File: src/rtl/dtu_fifo.sv
// Two-entry first-in first-out queue for any packed word type.
// Used between front end and execution unit and on the result side; no dependencies.
`timescale 1ns / 1ps

module dtu_fifo #(
   parameter type item_type = logic
) (
   input  logic     clock,
   input  logic     reset,
   input  logic     push,
   input  item_type push_item,
   output logic     full,
   input  logic     pop,
   output item_type pop_item,
   output logic     empty
);

   item_type   entry_ff [2];
   logic       wr_ptr_ff;
   logic       wr_ptr_in;
   logic       rd_ptr_ff;
   logic       rd_ptr_in;
   logic [1:0] count_ff;
   logic [1:0] count_in;
   logic       do_push;
   logic       do_pop;

   assign full     = (count_ff == 2'd2);
   assign empty    = (count_ff == 2'd0);
   assign pop_item = entry_ff[rd_ptr_ff];
   assign do_push  = push && !full;
   assign do_pop   = pop && !empty;

   // Advance pointers and occupancy
   always_comb begin
      wr_ptr_in = do_push ? ~wr_ptr_ff : wr_ptr_ff;
      rd_ptr_in = do_pop ? ~rd_ptr_ff : rd_ptr_ff;
      count_in  = count_ff;
      if (do_push && !do_pop) begin
         count_in = count_ff + 2'd1;
      end else if (do_pop && !do_push) begin
         count_in = count_ff - 2'd1;
      end
   end

   always_ff @(posedge clock) begin
      if (reset) begin
         wr_ptr_ff <= 1'b0;
         rd_ptr_ff <= 1'b0;
         count_ff  <= 2'd0;
      end else begin
         wr_ptr_ff <= wr_ptr_in;
         rd_ptr_ff <= rd_ptr_in;
         count_ff  <= count_in;
      end
   end

   // Store the pushed word
   always_ff @(posedge clock) begin
      if (do_push) begin
         entry_ff[wr_ptr_ff] <= push_item;
      end
   end

endmodule

File: config.mk
export PLATFORM = sky130hd
export DESIGN_NAME = dtu_fifo
export DESIGN_NICKNAME = d
export VERILOG_FILES = /design/src/rtl/dtu_fifo.sv
export SDC_FILE = /design/constraint.sdc
export NUM_CORES = 1
export LEC_CHECK = 0
export ABC_AREA = 1
export BUFFER_PORTS_ARGS = -buffer_cell sky130_fd_sc_hd__buf_2
export CORE_AREA = 5 5 42 44
export CTS_CLUSTER_DIAMETER = 100
export DETAILED_ROUTE_END_ITERATION = 8
export DIE_AREA = 0 0 47 49
export SLEW_MARGIN = 20
export SYNTH_ARGS = -nofsm -noshare
export SYNTH_HDL_FRONTEND = slang
export SYNTH_SLANG_ARGS = --single-unit
File: constraint.sdc
create_clock -name clock -period 1.3 [get_ports clock]
set_input_delay 0.195 -clock clock [delete_from_list [all_inputs] [get_ports clock]]
set_output_delay 0.195 -clock clock [all_outputs]
set_load 0.02 [all_outputs]
==> results.cfg <==
[sta]
setup_violations = 0
whs_ns = 0.1404
hold_viol = 0
relSlewSlack = 0.8486
final_max_slew_viol_count = 0
finClkSkew_ns = 0.002209
worstMarginPinSlew_ns = 0.2248
timing.final.crit_share = 0.9568
clock.fmax_mhz = 804.0
post-route-min-period_ns = 1.244

[global_routing]
grt_max_degree = 6
grt_pass1_wl_um = 1007
grt_usage = 0.06572
grt_pass1_vias = 242
antenna_found_initial = 0
grt-ovfl-total = 0

[critical_path]
reg2reg_slack_ns = 0.08
endpoint_kind = output port
critPathKind = flop to output port
crit_family = flip-flops
timing.rr.end = count_ff[1]
max_stage_delay_ns = 0.32
startpoint_type = flop
cp_cell_sequence = mux2_2 > buf_2
cp_max_fo = 1
r2r_cells = 7
crit_arrival_ns = 1.05
critical-path-slowest-cell = dfxtp_1
reg2reg_from = count_ff[1]
crit_required_ns = 1.11
critPathBufInv = 1

[cells_and_area]
final_util = 0.3321
drive_gt1_frac = 0.4545
antenna_cells = 0
syn_to_final_growth_pct = 43.63
layout_common_cells = nor2_1 (9), buf_2 (7), inv_1 (5)
nets = 62
instances_no_fill = 71
final_common_cell = nor2_1

[clocking]
cts_tree = built
clkLatencyLatePin_ns = 0.25
cts_made_buffers = 3
clock-sinks = 7
cts_buffer_depth = 2
htree_levels = 1
cts_root_buf = clkbuf_4
path_clk_slew_ns = 0.05

[hold_path]
hold_path_class = primary input to flop
hold_end = entry_ff[0]
hold-path-cell-count = 1
hp-start = push_item

[power_and_ir_drop]
p_sw_mw = 0.4176
internal_power_mw = 0.6412
vdd_drop_max_mv = 0.7623
clkPwrFrac = 0.181
p_leak_nw = 0.2134
power.share.sequential = 0.337
sw_frac_of_total = 0.3944
power.density_nw_per_um2 = 2275
power_frac_comb = 0.482

[floorplan]
initial_core_util = 0.2313
io_pins = 8
design.core.area_um2 = 1401
die_area_um2 = 2303
rows = 14
fp.dieW_um = 47
die_h_um = 49

[place]
dpl.cell_count = 66
hpwlAfterDp_um = 493.9
io_buffers = 7
gp_congestion = 0.6721

[logic_synthesis]
syn_area_per_cell_um2 = 8.102
ys_seq_elements = 7
syn_nets = 46
post_synth_num_cell_types = 16
synth_top_cell_area_share = 0.3089
synthesis.area_um2 = 324.1
synth_area_leader_cell = dfxtp_1
synth_area_leaders = dfxtp_1 (31%), edfxtp_1 (19%), nor2_1 (10%), inv_1 (6.9%), o21ai_2 (5.4%)
yosys_warnings = 0
postSynthCellCount = 40
synth_seq_area_share = 0.4942

[routing]
wl_um = 727
vias_per_cell = 4.085
drt_iter0_markers = 3
ant_nets = 0
wl_per_cell_um = 10.24
num_vias = 290
drt_pass1_iterations = 3
drc_errors = 0

[outcome]
status = finished, final reports clean

[run]
maxCapViolations = 0
[power groups by stage]
stage / Clock (mW) / Sequential, mW / Combinational, mW
final: 0.192 / 0.356 / 0.510
after global routing: 0.213 / 0.362 / 0.575
after CTS: 0.203 / 0.346 / 0.440
after detailed placement: 0 / 0.347 / 0.437
after global placement: 0 / 0.342 / 0.436
after floorplan: 0 / 0.344 / 0.296
[per-stage QoR]
step	power [mW]	TNS, ns	cell area (µm²)	worst slack (ns)
after detailed placement	0.7831	0	409.1	0.01732
after global routing	1.150	-0.01417	465.4	-0.01417
after floorplan	0.6400	0	331.6	0.007677
after CTS	0.9898	0	436.7	0.001701
after global placement	0.7780	0	409.1	0.01672
final	1.059	0	465.4	0.05621
[worst register-to-register path, delay by kind of cell, from the launching register on]
kind	cells	cell delay [ns]
AOI/OAI and AO/OA	1	0.17
adders and majority gates	1	0.24
buffers and inverters	2	0.20
DFF	1	0.32
and+or+nand+nor	3	0.20
[kinds of logic after synthesis]
kind of cell               after synthesis  share of synthesized area
AOI/OAI and AO/OA                        6                     0.1158
adders and majority gates                1                    0.03860
buffers and inverters                    9                     0.1042
DFF                                      7                     0.4942
muxes                                    1                    0.03475
and+or+nand+nor                         16                     0.2124
[cell type report]
class	count	area (µm²)
clock buffers	4	26.28
inverters	9	33.78
well taps	16	20.02
flip-flops and latches	7	162.7
multi-input cells	24	157.7
repair buffers	11	65.06
fillers	161	935.9
[repair_timing]
action                                 4_1_cts  5_1_grt
setup buffers                                0        1
resized for setup                            1        4
hold buffers                                 0        0
endpoints found under the hold margin        0        0
pin swaps                                    0        3
setup endpoints to repair                    1        2
[worst max path at each step]
stage	slack, ns	cells after the start	to
3_3_place_gp	0.02	8	count_ff[1]
2_1_floorplan	0.008	9	count_ff[1]
3_5_place_dp	0.02	8	count_ff[1]
6_report	0.06	2	pop_item
5_1_grt	-0.01	8	count_ff[1]
4_1_cts	0.002	9	count_ff[1]
[cell usage after synthesis (all sizes together)]
library cell and n:
nand2 4, ha 1, inv 9, nand3 1
o21ai 5, edfxtp 2, nand4 1, mux2 1
dfxtp 5, nor2 9, a21oi 1, and2 1
[routing by layer]
| metal | share of wire | routed length (µm) | GRT usage | vias up |
|---|---|---|---|---|
| met3 | 0.10 | 74 | 0.07011 | 0 |
| met5 | 0 | 0 | 0 | - |
| met2 | 0.49 | 359 | 0.07692 | 9 |
| met4 | 0 | 0 | 0.02765 | 0 |
| met1 | 0.40 | 293 | 0.07556 | 127 |
| li1 | - | - | - | 154 |
(Power assumes the default switching activity.)
