--- src/rtl/dtu_pkg.sv ---
// Shared types and codes for the 8085 data-transfer unit.
// Used by the front end, the execution unit and the top level; no dependencies.
`timescale 1ns / 1ps

package dtu_pkg;

   // Function codes of an incoming word
   typedef enum logic [3:0] {
      FN_MVI      = 4'd0,
      FN_MOV      = 4'd1,
      FN_LDA      = 4'd2,
      FN_LDAX     = 4'd3,
      FN_LXI      = 4'd4,
      FN_LHLD     = 4'd5,
      FN_STA      = 4'd6,
      FN_STAX     = 4'd7,
      FN_SHLD     = 4'd8,
      FN_XCHG     = 4'd9,
      FN_SPHL     = 4'd10,
      FN_XTHL     = 4'd11,
      FN_MEMWRITE = 4'd12,
      FN_MEMREAD  = 4'd13
   } func_type;

   // Register codes
   localparam logic [2:0] CODE_B = 3'd0;
   localparam logic [2:0] CODE_C = 3'd1;
   localparam logic [2:0] CODE_D = 3'd2;
   localparam logic [2:0] CODE_E = 3'd3;
   localparam logic [2:0] CODE_H = 3'd4;
   localparam logic [2:0] CODE_L = 3'd5;
   localparam logic [2:0] CODE_M = 3'd6;
   localparam logic [2:0] CODE_A = 3'd7;

   // Register pair codes
   localparam logic [1:0] PAIR_BC = 2'd0;
   localparam logic [1:0] PAIR_DE = 2'd1;
   localparam logic [1:0] PAIR_HL = 2'd2;
   localparam logic [1:0] PAIR_SP = 2'd3;

   // Operation classes handed from the front end to the execution unit
   typedef enum logic [3:0] {
      OP_NONE,
      OP_MOVE,
      OP_STORE,
      OP_LOAD,
      OP_PEEK,
      OP_LXI,
      OP_LHLD,
      OP_SHLD,
      OP_XCHG,
      OP_SPHL,
      OP_XTHL
   } op_kind_type;

   // Where a memory address comes from
   typedef enum logic [2:0] {
      AS_DIRECT,
      AS_BC,
      AS_DE,
      AS_HL,
      AS_SP
   } addr_sel_type;

   // Decoded operation
   typedef struct packed {
      op_kind_type  kind;
      logic         status;
      logic [2:0]   dst;
      logic [2:0]   src;
      logic         use_imm;
      logic [1:0]   pair;
      logic [7:0]   imm;
      logic [15:0]  addr;
      addr_sel_type addr_sel;
   } op_type;

   // Result word
   typedef struct packed {
      logic        status;
      logic [7:0]  read_byte;
      logic [7:0]  acc;
      logic [7:0]  reg_b;
      logic [7:0]  reg_c;
      logic [7:0]  reg_d;
      logic [7:0]  reg_e;
      logic [7:0]  reg_h;
      logic [7:0]  reg_l;
      logic [15:0] stack_ptr;
   } rsp_type;

endpackage

--- src/rtl/dtu_fifo.sv ---
// Two-entry first-in first-out queue for any packed word type.
// Used between front end and execution unit and on the result side; no dependencies.
`timescale 1ns / 1ps

module dtu_fifo #(
   parameter type item_type = logic
) (
   input  logic     clock,
   input  logic     reset,
   input  logic     push,
   input  item_type push_item,
   output logic     full,
   input  logic     pop,
   output item_type pop_item,
   output logic     empty
);

   item_type   entry_ff [2];
   logic       wr_ptr_ff;
   logic       wr_ptr_in;
   logic       rd_ptr_ff;
   logic       rd_ptr_in;
   logic [1:0] count_ff;
   logic [1:0] count_in;
   logic       do_push;
   logic       do_pop;

   assign full     = (count_ff == 2'd2);
   assign empty    = (count_ff == 2'd0);
   assign pop_item = entry_ff[rd_ptr_ff];
   assign do_push  = push && !full;
   assign do_pop   = pop && !empty;

   // Advance pointers and occupancy
   always_comb begin
      wr_ptr_in = do_push ? ~wr_ptr_ff : wr_ptr_ff;
      rd_ptr_in = do_pop ? ~rd_ptr_ff : rd_ptr_ff;
      count_in  = count_ff;
      if (do_push && !do_pop) begin
         count_in = count_ff + 2'd1;
      end else if (do_pop && !do_push) begin
         count_in = count_ff - 2'd1;
      end
   end

   always_ff @(posedge clock) begin
      if (reset) begin
         wr_ptr_ff <= 1'b0;
         rd_ptr_ff <= 1'b0;
         count_ff  <= 2'd0;
      end else begin
         wr_ptr_ff <= wr_ptr_in;
         rd_ptr_ff <= rd_ptr_in;
         count_ff  <= count_in;
      end
   end

   // Store the pushed word
   always_ff @(posedge clock) begin
      if (do_push) begin
         entry_ff[wr_ptr_ff] <= push_item;
      end
   end

endmodule

--- src/rtl/dtu_front.sv ---
// Front end: decodes and classifies incoming words and queues them for execution.
// Depends on dtu_pkg and dtu_fifo.
`timescale 1ns / 1ps

module dtu_front (
   input  logic           clock,
   input  logic           reset,
   input  logic           hold,
   input  logic           push,
   output logic           full,
   input  logic [3:0]     req_func,
   input  logic [2:0]     req_dst_reg,
   input  logic [2:0]     req_src_reg,
   input  logic [1:0]     req_reg_pair,
   input  logic [7:0]     req_imm_byte,
   input  logic [15:0]    req_addr_word,
   input  logic           op_pop,
   output dtu_pkg::op_type op_head,
   output logic           op_empty
);
   import dtu_pkg::*;

   op_type dec;
   logic   queue_full;
   logic   queue_push;

   assign full       = queue_full || hold;
   assign queue_push = push && !full;

   // Classify the word and mark illegal pair or function codes
   always_comb begin
      dec.kind     = OP_NONE;
      dec.status   = 1'b0;
      dec.dst      = req_dst_reg;
      dec.src      = req_src_reg;
      dec.use_imm  = 1'b0;
      dec.pair     = req_reg_pair;
      dec.imm      = req_imm_byte;
      dec.addr     = req_addr_word;
      dec.addr_sel = AS_DIRECT;
      case (req_func)
         FN_MVI: begin
            dec.use_imm = 1'b1;
            if (req_dst_reg == CODE_M) begin
               dec.kind     = OP_STORE;
               dec.addr_sel = AS_HL;
            end else begin
               dec.kind = OP_MOVE;
            end
         end
         FN_MOV: begin
            if (req_dst_reg == CODE_M && req_src_reg == CODE_M) begin
               dec.kind = OP_NONE;
            end else if (req_dst_reg == CODE_M) begin
               dec.kind     = OP_STORE;
               dec.addr_sel = AS_HL;
            end else if (req_src_reg == CODE_M) begin
               dec.kind     = OP_LOAD;
               dec.addr_sel = AS_HL;
            end else begin
               dec.kind = OP_MOVE;
            end
         end
         FN_LDA: begin
            dec.kind = OP_LOAD;
            dec.dst  = CODE_A;
         end
         FN_LDAX: begin
            dec.dst = CODE_A;
            if (req_reg_pair == PAIR_BC) begin
               dec.kind     = OP_LOAD;
               dec.addr_sel = AS_BC;
            end else if (req_reg_pair == PAIR_DE) begin
               dec.kind     = OP_LOAD;
               dec.addr_sel = AS_DE;
            end else begin
               dec.status = 1'b1;
            end
         end
         FN_LXI: begin
            if (req_reg_pair == PAIR_SP) begin
               dec.status = 1'b1;
            end else begin
               dec.kind = OP_LXI;
            end
         end
         FN_LHLD: dec.kind = OP_LHLD;
         FN_STA: begin
            dec.kind = OP_STORE;
            dec.src  = CODE_A;
         end
         FN_STAX: begin
            dec.src = CODE_A;
            case (req_reg_pair)
               PAIR_BC: begin
                  dec.kind     = OP_STORE;
                  dec.addr_sel = AS_BC;
               end
               PAIR_DE: begin
                  dec.kind     = OP_STORE;
                  dec.addr_sel = AS_DE;
               end
               PAIR_HL: begin
                  dec.kind     = OP_STORE;
                  dec.addr_sel = AS_HL;
               end
               default: dec.status = 1'b1;
            endcase
         end
         FN_SHLD: dec.kind = OP_SHLD;
         FN_XCHG: dec.kind = OP_XCHG;
         FN_SPHL: dec.kind = OP_SPHL;
         FN_XTHL: begin
            dec.kind     = OP_XTHL;
            dec.addr_sel = AS_SP;
         end
         FN_MEMWRITE: begin
            dec.kind    = OP_STORE;
            dec.use_imm = 1'b1;
         end
         FN_MEMREAD: dec.kind = OP_PEEK;
         default: dec.status = 1'b1;
      endcase
   end

   // Queue decoded operations for the execution unit
   dtu_fifo #(
      .item_type(op_type)
   ) u_op_queue (
      .clock    (clock),
      .reset    (reset),
      .push     (queue_push),
      .push_item(dec),
      .full     (queue_full),
      .pop      (op_pop),
      .pop_item (op_head),
      .empty    (op_empty)
   );

endmodule

--- config.mk ---
export PLATFORM = sky130hd
export DESIGN_NAME = dtu_front
export DESIGN_NICKNAME = d
export VERILOG_FILES = /design/src/rtl/dtu_pkg.sv /design/src/rtl/dtu_fifo.sv /design/src/rtl/dtu_front.sv
export SDC_FILE = /design/constraint.sdc
export NUM_CORES = 1
export LEC_CHECK = 0
export BUFFER_PORTS_ARGS = -buffer_cell sky130_fd_sc_hd__buf_2
export CORE_ASPECT_RATIO = 1.4
export CORE_MARGIN = 2
export CORE_UTILIZATION = 30
export DETAILED_ROUTE_END_ITERATION = 12
export PLACE_DENSITY = 0.63
export RECOVER_POWER = 25
export SLEW_MARGIN = 20
export SYNTH_ARGS = -nofsm -noshare
export SYNTH_HDL_FRONTEND = slang
export SYNTH_SLANG_ARGS = --single-unit
--- constraint.sdc ---
create_clock -name clock -period 3.7 [get_ports clock]
set_clock_uncertainty 0.2 [all_clocks]
set_input_delay 0.555 -clock clock [delete_from_list [all_inputs] [get_ports clock]]
set_output_delay 0.555 -clock clock [all_outputs]
set_load 0.05 [all_outputs]
==> impl_metrics.ini <==
[finish]
n_antenna_cell = 0
layout-drive-gt1-share_pct = 43.75
fill_cells = 1135
area_growth_pct = 24.36
nets = 348
stdcell_count = 451

[clock_network]
ctsHoldBuffers = 0
insertion_delay_ps = 330
cts_resized = 0
cts_sinks = 87
root_buffer = clkbuf_16
numCtsBuffers = 9
clk_path_buf_depth = 2
htreeDepth = 3
clk_pin_slew_worst_paths_ps = 60
cts_tree = built
cts_setup_buffers = 0

[power]
power.density_nw_per_um2 = 722.9
power_mw = 3.242
ir_drop_uv = 377.2
p_leak_nw = 1.633

[yosys]
synthesis.instances = 213
ys_warn_count = 0
synth_top_family_by_area = multiplexers
synthDistinctLibCells = 42
yosys.area_share.simple_pct = 6.350
synth-xor-area-share_pct = 0.9715
syn-num-nets = 261
muxShareOfSynthArea_pct = 13.08
syn_avg_cell_area_um2 = 16.93
ys_seq_area_share_pct = 71.06
netlist_area_um2 = 3606
synth_compound_area_share_pct = 3.817
synth_fa_ha_area_share_pct = 2.429
ys_seq_elements = 87

[drt]
vias = 2045
firstDrtPassIters = 4
drt_iter0_markers = 65
remaining_drc_errors = 0
via_per_inst = 4.534
routedWlPerCell_um = 14.66
wl_mm = 6.612
detail-route-antenna-nets = 0

[critical_path]
path_class = reg -> out
arrival_ps = 1990
worst-r2r-cell-count = 4
rr_endpoint = u_op_queue.entry_ff[1][21]
cp.required_ps = 2940
worst-path-max-fanout = 41
critPathCaptureType = output port
timing.rr.start = u_op_queue.count_ff[0]
start_kind = flip-flop
r2r_slack_ps = 1440

[timing]
fin_tns_setup_ps = 0
min_period_ps = 2745
rsz0062_at_grt = no
slew_viol_final = 0
fmax_mhz = 364.4
tightest_slew_ps = 1006
period_share_pct = 74.18
setup_violations = 0
hold_violations = 0
setup_slack_ps = 955.4
max_slew_margin_pct = 32.97

[global_routing]
grt_pass1_wl_mm = 10.55
antenna_found_initial = 0
grt_use_total_pct = 10.50
first_global_vias = 2184
grt_use_met2_pct = 18.71
grt_max_degree = 42
grt-ovfl-total = 0
grt-busiest-layer = met2
grtUsageMet1_pct = 10.99
met3_usage_pct = 3.358

[die]
core_area_um2 = 11760
dieArea_um2 = 12930
die_h_um = 133.7
initial_core_util_pct = 30.66
fp-row-count = 47
num_io_pins = 84
die_w_um = 96.66

[placement]
dpl_worst_slack_ps = 1198
place.gp.congestion = 0.7479
dp.cells = 436
hpwl_mm = 4.358
portBuffers = 83

[job]
maxCapViolCount = 0

[hold_path]
holdPathStages = 1
hold_end = u_op_queue.entry_ff[0][7]
hp-start = req_addr_word[4]
min_path_type = in -> reg

[outcome]
status = completed
## metal layers
metal / wire length (um) / vias up
met2: 3619 / 49
met1: 2529 / 1003
met3: 310 / 11
met5: 0 / -
li1: - / 982
met4: 153 / 0
## per-stage QoR
| step | cell area [um^2] | hold slack, ps | util, % |
|---|---|---|---|
| floorplan | 3606 | 270.5 | - |
| finish | 4484 | 214.1 | 38.13 |
| global placement | 4172 | 284.8 | 35.47 |
| CTS | 4499 | 191.3 | 38.26 |
| detailed placement | 4172 | 292.3 | 35.47 |
| global route | 4484 | 197.6 | 38.13 |
## sequential cells by signal, indices dropped and copies added, names as in the netlist, named ones only
register,cells
u_op_queue.count_ff,2
u_op_queue.rd_ptr_ff,1
u_op_queue.entry_ff,82
u_op_queue.wr_ptr_ff,1
## power breakdown
group / internal [mW] / switching, mW
Combinational: 0.294 / 0.688
Sequential: 1.18 / 0.0947
Clock: 0.655 / 0.334
## area by class of cell
type,count,area (um^2),area share [%]
Clock buffer,11,232.7,5.190
Inverter,6,22.52,0.5022
Multi-Input combinational cell,111,970.9,21.65
Clock inverter,4,95.09,2.121
Tap cell,147,183.9,4.102
Sequential cell,87,2564,57.17
Timing Repair Buffer,85,415.4,9.263
## synthesized netlist by cell type, drive strengths merged
master	number	area share, %
a2111o	1	0.31
a21oi	4	0.56
a22oi	1	0.21
a31oi	1	0.17
a32o	1	0.28
a32oi	1	0.24
and2	1	0.17
and3b	1	0.24
buf	9	1.7
dfxtp	5	2.8
edfxtp	82	68
ha	7	2.4
inv	6	0.62
mux2	41	13
mux2i	1	0.28
nand2	2	0.28
nand2b	5	0.87
nand3	1	0.14
nand3b	1	0.21
nand4b	1	0.24
nor2	11	1.1
nor2b	3	0.52
nor3	3	0.42
nor3b	1	0.35
nor4	1	0.35
o211ai	1	0.21
o21ai	6	0.83
o21ba	1	0.28
o31a	1	0.24
o32ai	2	0.49
or2	4	0.69
or3	2	0.49
or3b	1	0.24
xnor2	1	0.24
xor2	3	0.73
## placed cells by master, fill, tap and decap left out, drive strengths merged, types with 3 or more instances in the layout
cell	instances
o21ai	6
inv	6
edfxtp	82
clkbuf	22
mux2	41
buf	74
ha	7
nor3	3
bufinv	3
nand2b	5
a21oi	4
or2	4
nor2	11
dfxtp	5
xor2	3
nor2b	3
## how the worst max path moves through the flow
| stage | depth (start not counted) | startpoint | end |
|---|---|---|---|
| final | 2 | flip-flop | op_head[29] |
| after global routing | 2 | flip-flop | op_head[0] |
| after CTS | 2 | flip-flop | op_head[29] |
| after detailed placement | 5 | push | u_op_queue.entry_ff[1][23] |
| after global placement | 2 | flip-flop | op_head[29] |
| after floorplan | 1 | hold | u_op_queue.entry_ff[0][0] |
## cells by family after synthesis
group | after synthesis
mux | 42
fa+ha+maj | 7
flops | 87
simple gates | 38
xor+xnor | 4
buf+inv | 15
compound gates | 20
## critical path, stage by stage, from the launching register on
cell	delay, ps
dfxtp_2	990
mux2_2	440
buf_2	220
Note: power is estimated with default switching activity, not from simulation.
